File: src/rtl/ipv4p_pkg.sv
`timescale 1ns / 1ps
// ----------------------------------------------------------------------------
// IPv4 text address parser package
// Shared parse state type, decision codes, phase codes and character codes.
// ----------------------------------------------------------------------------
package ipv4p_pkg;

    localparam logic [7:0] CH_ZERO  = 8'h30;
    localparam logic [7:0] CH_NINE  = 8'h39;
    localparam logic [7:0] CH_DOT   = 8'h2E;
    localparam logic [7:0] CH_COLON = 8'h3A;
    localparam logic [7:0] CH_NUL   = 8'h00;

    localparam logic [9:0] OCTET_MAX    = 10'd255;
    localparam logic [2:0] OCTET_DIGITS = 3'd3;
    localparam logic [2:0] PORT_DIGITS  = 3'd5;

    localparam logic [2:0] PH_OCTET0     = 3'd0;
    localparam logic [2:0] PH_OCTET1     = 3'd1;
    localparam logic [2:0] PH_OCTET2     = 3'd2;
    localparam logic [2:0] PH_LAST_OCTET = 3'd3;
    localparam logic [2:0] PH_PORT       = 3'd5;
    localparam logic [2:0] PH_DONE       = 3'd6;

    localparam logic [1:0] DEC_CONT         = 2'd0;
    localparam logic [1:0] DEC_ACCEPT       = 2'd1;
    localparam logic [1:0] DEC_FAIL         = 2'd2;
    localparam logic [1:0] DEC_FAIL_MISSING = 2'd3;

    typedef struct packed {
        logic [2:0]  phase;
        logic [2:0]  digit_count;
        logic [9:0]  octet_value;
        logic [31:0] address_acc;
        logic [4:0]  consumed_len;
    } parse_state_t;

    localparam parse_state_t STATE_RESET = '0;

endpackage

File: src/rtl/ipv4p_feed.sv
`timescale 1ns / 1ps
// ----------------------------------------------------------------------------
// IPv4 parser character step
// Advances the parse state by one character and reports the decision code.
// ----------------------------------------------------------------------------
module ipv4p_feed
(
    input  ipv4p_pkg::parse_state_t st,
    input  logic [7:0]              ch,
    output ipv4p_pkg::parse_state_t st_next,
    output logic [1:0]              dec
);

    logic        dig;
    logic [3:0]  dval;
    logic [9:0]  mac;
    logic [31:0] placed;

    assign dig  = (ch >= ipv4p_pkg::CH_ZERO) && (ch <= ipv4p_pkg::CH_NINE);
    assign dval = 4'(ch - ipv4p_pkg::CH_ZERO);
    assign mac  = 10'(st.octet_value * 10'd10) + {6'd0, dval};

    always_comb
    begin
        case (st.phase)
            ipv4p_pkg::PH_OCTET0: placed = {st.octet_value[7:0], 24'd0};
            ipv4p_pkg::PH_OCTET1: placed = {8'd0, st.octet_value[7:0], 16'd0};
            ipv4p_pkg::PH_OCTET2: placed = {16'd0, st.octet_value[7:0], 8'd0};
            default:              placed = {24'd0, st.octet_value[7:0]};
        endcase
    end

    always_comb
    begin
        st_next = st;
        dec     = ipv4p_pkg::DEC_CONT;
        if (st.phase < ipv4p_pkg::PH_LAST_OCTET)
        begin
            if (dig && (st.digit_count < ipv4p_pkg::OCTET_DIGITS))
            begin
                st_next.octet_value  = mac;
                st_next.digit_count  = st.digit_count + 3'd1;
                st_next.consumed_len = st.consumed_len + 5'd1;
            end
            else if (st.digit_count == 3'd0)
            begin
                dec = ipv4p_pkg::DEC_FAIL_MISSING;
            end
            else if ((ch != ipv4p_pkg::CH_DOT) || (st.octet_value > ipv4p_pkg::OCTET_MAX))
            begin
                dec = ipv4p_pkg::DEC_FAIL;
            end
            else
            begin
                st_next.address_acc  = st.address_acc | placed;
                st_next.phase        = st.phase + 3'd1;
                st_next.digit_count  = 3'd0;
                st_next.octet_value  = 10'd0;
                st_next.consumed_len = st.consumed_len + 5'd1;
            end
        end
        else if (st.phase == ipv4p_pkg::PH_LAST_OCTET)
        begin
            if (dig && (st.digit_count < ipv4p_pkg::OCTET_DIGITS))
            begin
                st_next.octet_value  = mac;
                st_next.digit_count  = st.digit_count + 3'd1;
                st_next.consumed_len = st.consumed_len + 5'd1;
            end
            else if ((st.digit_count == 3'd0) || (st.octet_value > ipv4p_pkg::OCTET_MAX))
            begin
                dec = ipv4p_pkg::DEC_FAIL;
            end
            else
            begin
                st_next.address_acc = st.address_acc | placed;
                if (ch == ipv4p_pkg::CH_COLON)
                begin
                    st_next.phase        = ipv4p_pkg::PH_PORT;
                    st_next.digit_count  = 3'd0;
                    st_next.consumed_len = st.consumed_len + 5'd1;
                end
                else
                begin
                    dec = ipv4p_pkg::DEC_ACCEPT;
                end
            end
        end
        else if (st.phase == ipv4p_pkg::PH_PORT)
        begin
            if (dig && (st.digit_count < ipv4p_pkg::PORT_DIGITS))
            begin
                st_next.digit_count  = st.digit_count + 3'd1;
                st_next.consumed_len = st.consumed_len + 5'd1;
            end
            else if (st.digit_count == 3'd0)
            begin
                dec = ipv4p_pkg::DEC_FAIL;
            end
            else
            begin
                dec = ipv4p_pkg::DEC_ACCEPT;
            end
        end
    end

endmodule

File: src/rtl/ipv4_text_address_parser_core.sv
`timescale 1ns / 1ps
// ----------------------------------------------------------------------------
// IPv4 text address parser
// Parses dotted-decimal IPv4 addresses with an optional port from a stream of
// characters and reports one result per candidate string.
//
// Characters arrive on the char channel (ch, last); a transfer takes place
// when char_valid is high and char_stall is low. The character with last set
// closes the candidate string, which is treated as followed by a NUL.
// Results leave on the res channel (accepted, missing_digit, address, length)
// with the same valid and stall rules; at most one result is given per string,
// at the character where the decision falls, and later characters up to the
// end mark give none.
// A character sits in an input register while the parse state and the
// result register are updated from it, and the result is offered from the
// result register. One character is taken every cycle while char_stall is low.
// When res_stall holds a waiting result, a character that would produce
// another result is held and char_stall is raised; characters that produce
// no result keep flowing. Reset empties both registers and clears the parse
// state to the start of the first octet.
// ----------------------------------------------------------------------------
module ipv4_text_address_parser_core
(
    input  logic        clk,
    input  logic        rst_n,
    input  logic        char_valid,
    output logic        char_stall,
    input  logic [7:0]  ch,
    input  logic        last,
    output logic        res_valid,
    input  logic        res_stall,
    output logic        accepted,
    output logic        missing_digit,
    output logic [31:0] address,
    output logic [4:0]  length
);

    logic                    in_valid_reg;
    logic [7:0]              ch_reg;
    logic                    last_reg;
    ipv4p_pkg::parse_state_t st_reg;
    ipv4p_pkg::parse_state_t st_next;
    ipv4p_pkg::parse_state_t st_a;
    ipv4p_pkg::parse_state_t st_one;
    ipv4p_pkg::parse_state_t st_b;
    logic [1:0]              dec_a;
    logic [1:0]              dec_b;
    logic [1:0]              dec_fin;
    ipv4p_pkg::parse_state_t st_emit;
    logic                    produce;
    logic                    advance;
    logic                    consume;

    logic                    res_valid_reg;
    logic                    accepted_reg;
    logic                    missing_reg;
    logic [31:0]             address_reg;
    logic [4:0]              length_reg;

    ipv4p_feed u_feed_char
    (
        .st      (st_reg),
        .ch      (ch_reg),
        .st_next (st_a),
        .dec     (dec_a)
    );

    always_comb
    begin
        st_one = st_a;
        if (dec_a != ipv4p_pkg::DEC_CONT)
        begin
            st_one.phase = ipv4p_pkg::PH_DONE;
        end
    end

    ipv4p_feed u_feed_end
    (
        .st      (st_one),
        .ch      (ipv4p_pkg::CH_NUL),
        .st_next (st_b),
        .dec     (dec_b)
    );

    always_comb
    begin
        produce = 1'b0;
        dec_fin = dec_a;
        st_emit = st_a;
        if (dec_a != ipv4p_pkg::DEC_CONT)
        begin
            produce = 1'b1;
        end
        else if (last_reg && (st_one.phase != ipv4p_pkg::PH_DONE))
        begin
            produce = 1'b1;
            st_emit = st_b;
            dec_fin = (dec_b == ipv4p_pkg::DEC_CONT) ? ipv4p_pkg::DEC_FAIL : dec_b;
        end
        st_next = last_reg ? ipv4p_pkg::STATE_RESET : st_one;
    end

    assign advance    = !produce || !res_valid_reg || !res_stall;
    assign consume    = in_valid_reg && advance;
    assign char_stall = in_valid_reg && !advance;

    always_ff @(posedge clk or negedge rst_n)
    begin
        if (!rst_n)
        begin
            in_valid_reg  <= 1'b0;
            st_reg        <= ipv4p_pkg::STATE_RESET;
            res_valid_reg <= 1'b0;
        end
        else
        begin
            if (!char_stall)
            begin
                in_valid_reg <= char_valid;
            end
            if (consume)
            begin
                st_reg <= st_next;
            end
            if (consume && produce)
            begin
                res_valid_reg <= 1'b1;
            end
            else if (!res_stall)
            begin
                res_valid_reg <= 1'b0;
            end
        end
    end

    always_ff @(posedge clk)
    begin
        if (!char_stall)
        begin
            ch_reg   <= ch;
            last_reg <= last;
        end
        if (consume && produce)
        begin
            accepted_reg <= (dec_fin == ipv4p_pkg::DEC_ACCEPT);
            missing_reg  <= (dec_fin == ipv4p_pkg::DEC_FAIL_MISSING);
            address_reg  <= (dec_fin == ipv4p_pkg::DEC_ACCEPT) ? st_emit.address_acc : 32'd0;
            length_reg   <= (dec_fin == ipv4p_pkg::DEC_ACCEPT) ? st_emit.consumed_len : 5'd0;
        end
    end

    assign res_valid     = res_valid_reg;
    assign accepted      = accepted_reg;
    assign missing_digit = missing_reg;
    assign address       = address_reg;
    assign length        = length_reg;

    assert property (@(posedge clk) disable iff (!rst_n)
        char_stall |-> (res_valid && res_stall))
        else $error("char_stall raised while the result register could move");

    assert property (@(posedge clk) disable iff (!rst_n)
        (res_valid && !accepted) |-> ((address == 32'd0) && (length == 5'd0)))
        else $error("failed result carries a non-zero address or length");

    assert property (@(posedge clk) disable iff (!rst_n)
        (res_valid && accepted) |-> !missing_digit)
        else $error("accepted result flags a missing digit");

    assert property (@(posedge clk) disable iff (!rst_n)
        (consume && last_reg) |=> (st_reg == ipv4p_pkg::STATE_RESET))
        else $error("parse state not cleared after the end of a string");

endmodule
File: config.mk
export PLATFORM = sky130hd
export DESIGN_NAME = ipv4_text_address_parser_core
export DESIGN_NICKNAME = d
export VERILOG_FILES = /design/src/rtl/ipv4p_pkg.sv /design/src/rtl/ipv4p_feed.sv /design/src/rtl/ipv4_text_address_parser_core.sv
export SDC_FILE = /design/constraint.sdc
export NUM_CORES = 1
export LEC_CHECK = 0
export BUFFER_PORTS_ARGS = -buffer_cell sky130_fd_sc_hd__clkbuf_2
export CAP_MARGIN = 15
export CORE_UTILIZATION = 25
export DETAILED_ROUTE_END_ITERATION = 16
export RECOVER_POWER = 100
export SYNTH_ARGS = -nofsm -noshare
export SYNTH_HDL_FRONTEND = slang
export SYNTH_HIERARCHICAL = 1
export SYNTH_SLANG_ARGS = --single-unit
File: constraint.sdc
create_clock -name clk -period 6.86 [get_ports clk]
set_input_delay 0 -clock clk [delete_from_list [all_inputs] [get_ports clk]]
set_output_delay 0 -clock clk [all_outputs]
set_load 0.05 [all_outputs]
Yosys cells after proc, flatten, opt, wreduce, memory -nomap -nowiden:

Cells that the tools add are included.

* logic and storage cells: 123
* register bits: 103
* input port bits: 13
* output and inout bits: 41

* magnitude comparators: 8
* eq/ne operators: 14
* bitwise logic cells: 2
* reduce and logical (&&, ||, !) cells: 22
* multipliers: 1
* add/sub/neg operators: 5
* mux-type cells: 58

Operators with widths (number)
* two-way mux 53 bit: 4
* one-hot mux 32 bit (3 select lines): 2
* two-way mux 37 bit: 5
* two-way mux 32 bit: 3
* OR 32 bit: 2
* two-way mux 42 bit: 1
* two-way mux 2 bit: 18
* two-way mux 5 bit: 7
* two-way mux 3 bit: 8
* > comparator 10 x 8 -> 1 bit, second input constant: 2
* two-way mux 13 bit: 1
* == test 3 x 2 -> 1 bit, second input constant: 4
* logical NOT 3 bit: 4
* two-way mux 6 bit: 2
* adder 10 x 4 -> 10 bit: 1
* multiplier 10 x 3 -> 9 bit, second input constant: 1
* two-way mux 10 bit: 1
* less-than comparator 3 x 2 -> 1 bit, second input constant: 3
* == test 8 x 6 -> 1 bit, second input constant: 1
* greater-or-equal comparator 8 x 6 -> 1 bit, second input constant: 1
* <= comparator 8 x 6 -> 1 bit, second input constant: 1
* != test 8 x 6 -> 1 bit, second input constant: 1
* logical AND 1 bit: 7
* adder 3 x 1 -> 3 bit, second input constant: 2
* 14 further kinds: 28

Longest topological paths before layout:

Gate-level depths: netlist of run 1.

* word-level depth: 19
* depth in mapped cells: 21
* gate-level depth less buffers: 16

By module:

The synthesis of run 1 kept the hierarchy.

Modules (own cells, without submodules)
* ipv4_text_address_parser_core: seq. area each 2817.7 um2, cells each 292, instances 1, area each 4410.5 um2
* ipv4p_feed (u_feed_char): seq. area each 0.0 um2, cells each 213, instances 1, area each 1520.2 um2
* ipv4p_feed (u_feed_end): seq. area each 0.0 um2, cells each 201, instances 1, area each 1507.7 um2

Worst setup path after synthesis of run 1:

No wires, ideal clock.

* path type: reg2reg
* start point: register st_reg[47] in the netlist's numbering
* end point: register accepted_reg (netlist: accepted), enable pin
* path buffers: 2
* setup time: 440 ps
* stages on the path, launching flop included: 13
* period minus slack after synthesis: 4914 ps
* path slack: 1946 ps
* arrival time: 4474 ps
* path through: dfrtp_1 -> inv_1 -> ha_1 -> nor2b_1 -> nand4b_1 -> or2_2 -> buf_6 -> o21ai_0 -> o21a_1 -> nand3b_1 -> a221oi_4 -> buf_6 -> nor2b_1

RTL lines
* from (decl): line ipv4_text_address_parser_core.sv:41 `ipv4p_pkg::parse_state_t st_reg;`
* from (signal assigned): line ipv4_text_address_parser_core.sv:112 `st_reg <= ipv4p_pkg::STATE_RESET;`
* from (signal assigned): line ipv4_text_address_parser_core.sv:123 `st_reg <= st_next;`
* to (signal assigned): line ipv4_text_address_parser_core.sv:145 `accepted_reg <= (dec_fin == ipv4p_pkg::DEC_ACCEPT);`
* to (decl): line ipv4_text_address_parser_core.sv:55 `logic accepted_reg;`

==> results of run 1 <==
worst min path at each step:
stage	endpoint	slack, ns	depth (start not counted)
after global placement	ch_reg[1]$_DFFE_PN_	0.18	1
after detailed placement	last_reg$_DFFE_PN_	0.18	1
after global routing	res_valid$_DFFE_PN0P_	0.09	3
final	res_valid$_DFFE_PN0P_	0.05	3
after CTS	res_valid$_DFFE_PN0P_	0.12	3
after floorplan	in_valid_reg$_DFFE_PN0N_	-0.30	0
worst reg2reg max path: stages (launching register included):
cell and delay [ns]:
dfrtp_1 0.43, inv_1 0.12, ha_1 0.14, nor2b_1 0.26, nand4b_1 0.30, o22ai_1 0.17
o21ai_0 0.64, nor2_2 0.04, buf_4 0.30, and2_1 0.29, ha_1 0.21, ha_1 0.23
nor2_1 0.15, o22ai_1 0.10, a22o_1 0.25, and4b_1 1.36, a32o_1 0.38
cells in the final DEF, fill, tap and decap left out, drive strengths merged, types with 20 or more instances in the layout:
cell    count
a32o       38
a21o       20
ha         29
o21bai     54
clkbuf     66
nand2      45
dfrtp      55
mux2       57
edfxtp     48
nor2b      58
layout make-up:
cell class / instances / area (µm²) / share of cell area [%]
Clock buffer: 10 / 229 / 3.00
Clock inverter: 6 / 53.8 / 0.704
Multi-Input combinational cell: 487 / 3710 / 48.5
Tap cell: 335 / 419 / 5.48
Inverter: 14 / 52.6 / 0.687
Timing Repair Buffer: 71 / 364 / 4.76
Sequential cell: 103 / 2820 / 36.9
layer usage:
layer | up-vias | share of wire, %
li1 | 2441 | -
met1 | 2586 | 47
met2 | 139 | 46
met3 | 11 | 5.5
met4 | 0 | 1.2
met5 | - | 0
stage by stage:
stage / total power [mW] / utilization, % / cell area, µm² / hold WS [ns]
6_report: 2.22 / 29.3 / 7640 / 0.0540
5_1_grt: 2.34 / 29.3 / 7640 / 0.0877
4_1_cts: 2.27 / 29.6 / 7730 / 0.121
3_5_place_dp: 1.74 / 28.1 / 7340 / 0.179
3_3_place_gp: 1.75 / 28.1 / 7340 / 0.182
2_1_floorplan: 1.51 / - / 6750 / -0.296
power groups by stage:
stage	Combinational [mW]	Clock (mW)	Sequential, mW
4_1_cts	0.919	0.530	0.824
6_report	0.883	0.517	0.823
3_3_place_gp	0.906	0	0.841
5_1_grt	0.951	0.551	0.838
2_1_floorplan	0.455	0	1.06
3_5_place_dp	0.910	0	0.835
==> metrics, run 1 <==
Root Driver=clkbuf_16; Worst path top cell family by delay=simple AND/OR/NAND/NOR gates; Vias/cell=5.05; WS Path Type=register to register; max reg flops=53; Crit path largest cell delay=1.36 ns; cell count after synthesis=616; hold buffer count at CTS=11; Final Max Slew Viols=150; Worst Setup SP=st_reg[47]$_DFFE_PN0P_; Place WS=1.96 ns; Cell Pwr Density=291 nW/µm²; Overflow after GRT=0; final setup TNS=0 ns; Comb pwr share=39.7%; GR Util met1=19.2%; Sequential Power Share=approximately 37%; # rows=59; htree depth=3; initial antenna violation count=0; final wirelength=18,000 µm; CTS Buf Count=9; Clock Latency Late Sink=0.36 ns; Sw Share=44.4%; area of the die=27,400 µm²; placed cells=999; Slew HR=-123%; final period utilization=80.1%; Pre-antenna DRT Iters=11; WL per Instance=17.5 µm; critical path capture point type=register; routing usage on met3=2.47%; initial DRC count=roughly 370; outcome=complete, but fails checks; Ports=54; PostCTS Resize Cnt=0; die width=roughly 170 µm; CP bufs+invs=2; P&R area growth vs syn=14.4%; CP Depth=16; Final GP Congestion=0.849; die height=166 µm; fmax=0.182 GHz; crit path time final=approximately 5.5 ns; CTS Buffer Depth=2; All-Layer GR Usage=between 10% and 20%; Cell Chain, Critical Path=inv_1 > ha_1 > nor2b_1 > nand4b_1 > o22ai_1 > o21ai_0 > nor2_2 > buf_4 > and2_1 > ha_1 > ha_1 > nor2_1 > o22ai_1 > a22o_1 > and4b_1 > a32o_1; first-pass GRT wire length=28,800 µm; RSZ-0062 raised after global routing=no; CTS Sinks=103; critical path arrival=5.72 ns; Slowest-stage cell, CP=and4b_1; GRT Max-Usage Layer=met2; detailed placement HPWL=about 12,000 µm; postcts setup bufs=0; Psw=988 µW; Final Skew=between 0.01 and 0.015 ns; failing checks=DRC, capacitance limit, slew limit; Avg Inst Size Synth=10.9 µm²; ANT nets after route=0; layout cells sized above 1=14.3%; CTS tree=yes; Worst VDD drop=0.153 mV; worst r2r src=st_reg[47]$_DFFE_PN0P_; Antenna diodes=0; CP most frequent cell=ha_1; internal power=between 1 and 1.5 mW; startpoint types=register; reg2reg end=address[5]$_SDFFCE_PN0P_; maxcap violations=3; synth warn=6; Port Buf Inserts=53; NumNets Final=730; Final Hold Viols=0; vias in the first global route=5,011; reg2reg setup slack=1.37 ns; vias post-DR=5,177; Core Area=26,100 µm²; crit path to=address[5]$_SDFFCE_PN0P_; Setup WS post-layout=1.37 ns; Required @ worst endpoint=a little over 7 ns; Cell Count, Final, Fillers Out=1,026; worst hold path startpoint=res_stall; static leakage=roughly 3.1 nW; largest fanout on the critical path=39; post-synthesis instance area=6690 µm²; final-report setup violation count=0; DRC viols=8; met2 usage in global routing=21.7%; Reg clk slew, reported paths=0.08 ns; actual slew at the worst max-slew pin=3.35 ns; Clock power frac=23.3%; FILL cells=2,800; largest net degree at the start of global routing=58; Starting Density=25.6%; Hold Path Class=primary input to register; Reg2Reg Depth=16
Note: power is estimated with default switching activity, not from simulation.
==> run 2, diff against run 1 <==
==> constraint.sdc (replaced) <==
create_clock -name clk -period 5.7 [get_ports clk]
set_input_delay 0 -clock clk [delete_from_list [all_inputs] [get_ports clk]]
set_output_delay 0 -clock clk [all_outputs]
set_load 0.05 [all_outputs]
==> metrics, run 2 (synthesis results as in run 1) <==
Reg clk slew, reported paths=0.08 ns; maxcap violations=3; Antenna diodes=0; Final Skew=0.00849 ns; Port Buf Inserts=53; Vias/cell=around 5.1; Slew HR=-123%; CTS tree=yes; startpoint types=register; CTS Sinks=103; Core Area=26,100 µm²; All-Layer GR Usage=between 10% and 20%; # rows=slightly below 60; Starting Density=25.6%; Final Cell Area=7660 µm²; vias post-DR=roughly 5,200; placed cells=~1,000; final setup TNS=0 ns; largest fanout on the critical path=39; fmax=0.200 GHz; critical path arrival=5.22 ns; htree depth=3; Ports=54; most common cell after layout, fill and taps aside=nor2b_1; Root Driver=clkbuf_16; placed instance area=7350 µm²; failing checks=DRC, capacitance limit, slew limit; first-pass GRT wire length=between 20,000 and 30,000 µm; Cell Pwr Density=around 350 nW/µm²; Overflow after GRT=0; CTS Buf Count=9; DRC viols=8; Final GP Congestion=0.836; max reg flops=53; critical path capture point type=register; area of the die=about 27,000 µm²; die width=166 µm; Final Max Slew Viols=75; Final Hold Viols=0; outcome=complete, but fails checks; multi-input logic area=3710 µm²; RSZ-0062 raised after global routing=no; Cell Count, Final, Fillers Out=just over 1,000; Pre-antenna DRT Iters=11; NumNets Final=731; WS Path Type=register to register; initial antenna violation count=0; vias in the first global route=4,896; final period utilization=roughly 88%; P&R area growth vs syn=14.6%; FILL cells=2,773; final wirelength=17,900 µm; WL per Instance=between 15 and 20 µm; CTS Buffer Depth=2; register area=2820 µm²; final-report setup violation count=0; die height=166 µm; reg2reg setup slack=0.70 ns; layout cells sized above 1=14.5%; most frequent cells in the layout=nor2b_1 (57), dfrtp_1 (55), o21bai_1 (54), mux2_2 (53), edfxtp_1 (48); actual slew at the worst max-slew pin=between 3 and 4 ns; static leakage=3.16 nW; Clock Latency Late Sink=roughly 0.36 ns; PostCTS Resize Cnt=0; Final Core Density=29.3%; Hold Path Class=primary input to register; crit path time final=around 5 ns; largest net degree at the start of global routing=56; ANT nets after route=0; initial DRC count=between 400 and 500; Worst VDD drop=0.212 mV; detailed placement HPWL=around 12,000 µm; Required @ worst endpoint=5.93 ns
-- run 2: changes by cell type in the layout (fill, tap and decap cells not counted) --
cell	previous run	this run
clkinv_4	1	0
buf_4	4	6
clkinvlp_4	3	0
clkbuf_1	46	44
clkbuf_8	0	1
and2_1	2	1
inv_8	2	0
buf_1	0	1
inv_6	0	5
and2_0	0	1
clkbuf_2	11	10
clkinv_1	2	3
-- run 2: what timing repair did --
action / 4_1_cts / 5_1_grt
hold buffers: 11 / 0
setup buffers: 0 / 0
hold endpoints to repair: 65 / 0
-- run 2: final cells by class --
| cell class | count | area share [%] |
|---|---|---|
| multi-input combinational | 487 | 48.4 |
| sequential | 103 | 36.8 |
| tap | 335 | 5.47 |
| timing repair buffer | 72 | 4.88 |
| clock buffer | 10 | 3.12 |
| inverter | 14 | 0.686 |
| clock inverter | 6 | 0.621 |
-- run 2: critical path, cell delays in order, from the launching register on --
cell and delay, ns:
dfrtp_1 0.44, inv_1 0.12, ha_1 0.14, nor2b_1 0.24, nand4b_1 0.29, o22ai_1 0.16
o21ai_0 0.63, nor2_2 0.04, buf_4 0.30, and2_0 0.30, ha_1 0.23, ha_1 0.24
nor2_1 0.17, o22ai_1 0.11, a22o_1 0.26, and4b_1 0.50, buf_4 0.43, a32o_1 0.25
-- run 2: report_power, final --
| group | leakage, nW | switching, mW | internal [mW] |
|---|---|---|---|
| registers | 1.24 | 0.0681 | 0.922 |
| clock network | 0.142 | 0.314 | 0.316 |
| logic | 1.78 | 0.802 | 0.264 |
-- run 2: through the flow --
stage          setup slack [ns]  power [mW]  hold WS [ns]
3_5_place_dp              0.825        2.10         0.179
5_1_grt                   0.260        2.83        0.0781
3_3_place_gp              0.950        2.09         0.181
4_1_cts                   0.776        2.74         0.121
6_report                  0.705        2.69        0.0502
2_1_floorplan             0.786        1.82        -0.296
-- run 2: worst paths after layout --
kind,start,endpoint,cells past startpoint
min,res_stall,res_valid$_DFFE_PN0P_,3
max in group asynchronous,rst_n,st_reg[47]$_DFFE_PN0P_,3
min in group asynchronous,rst_n,st_reg[16]$_DFFE_PN0P_,3
max,st_reg[47]$_DFFE_PN0P_,address[0]$_SDFFCE_PN0P_,17
min reg2reg,st_reg[27]$_DFFE_PN0P_,st_reg[27]$_DFFE_PN0P_,1
max reg2reg,st_reg[47]$_DFFE_PN0P_,address[0]$_SDFFCE_PN0P_,17
-- run 2: layer usage --
layer / wire [µm] / part of all wire, % / up-vias / track usage [%]
met5: 0 / 0 / - / 0
met4: 272 / 1.5 / 0 / 4.17
met3: 816 / 4.5 / 21 / 1.55
met2: 8290 / 46 / 137 / 21.5
met1: 8570 / 48 / 2619 / 19.3
li1: - / - / 2438 / -
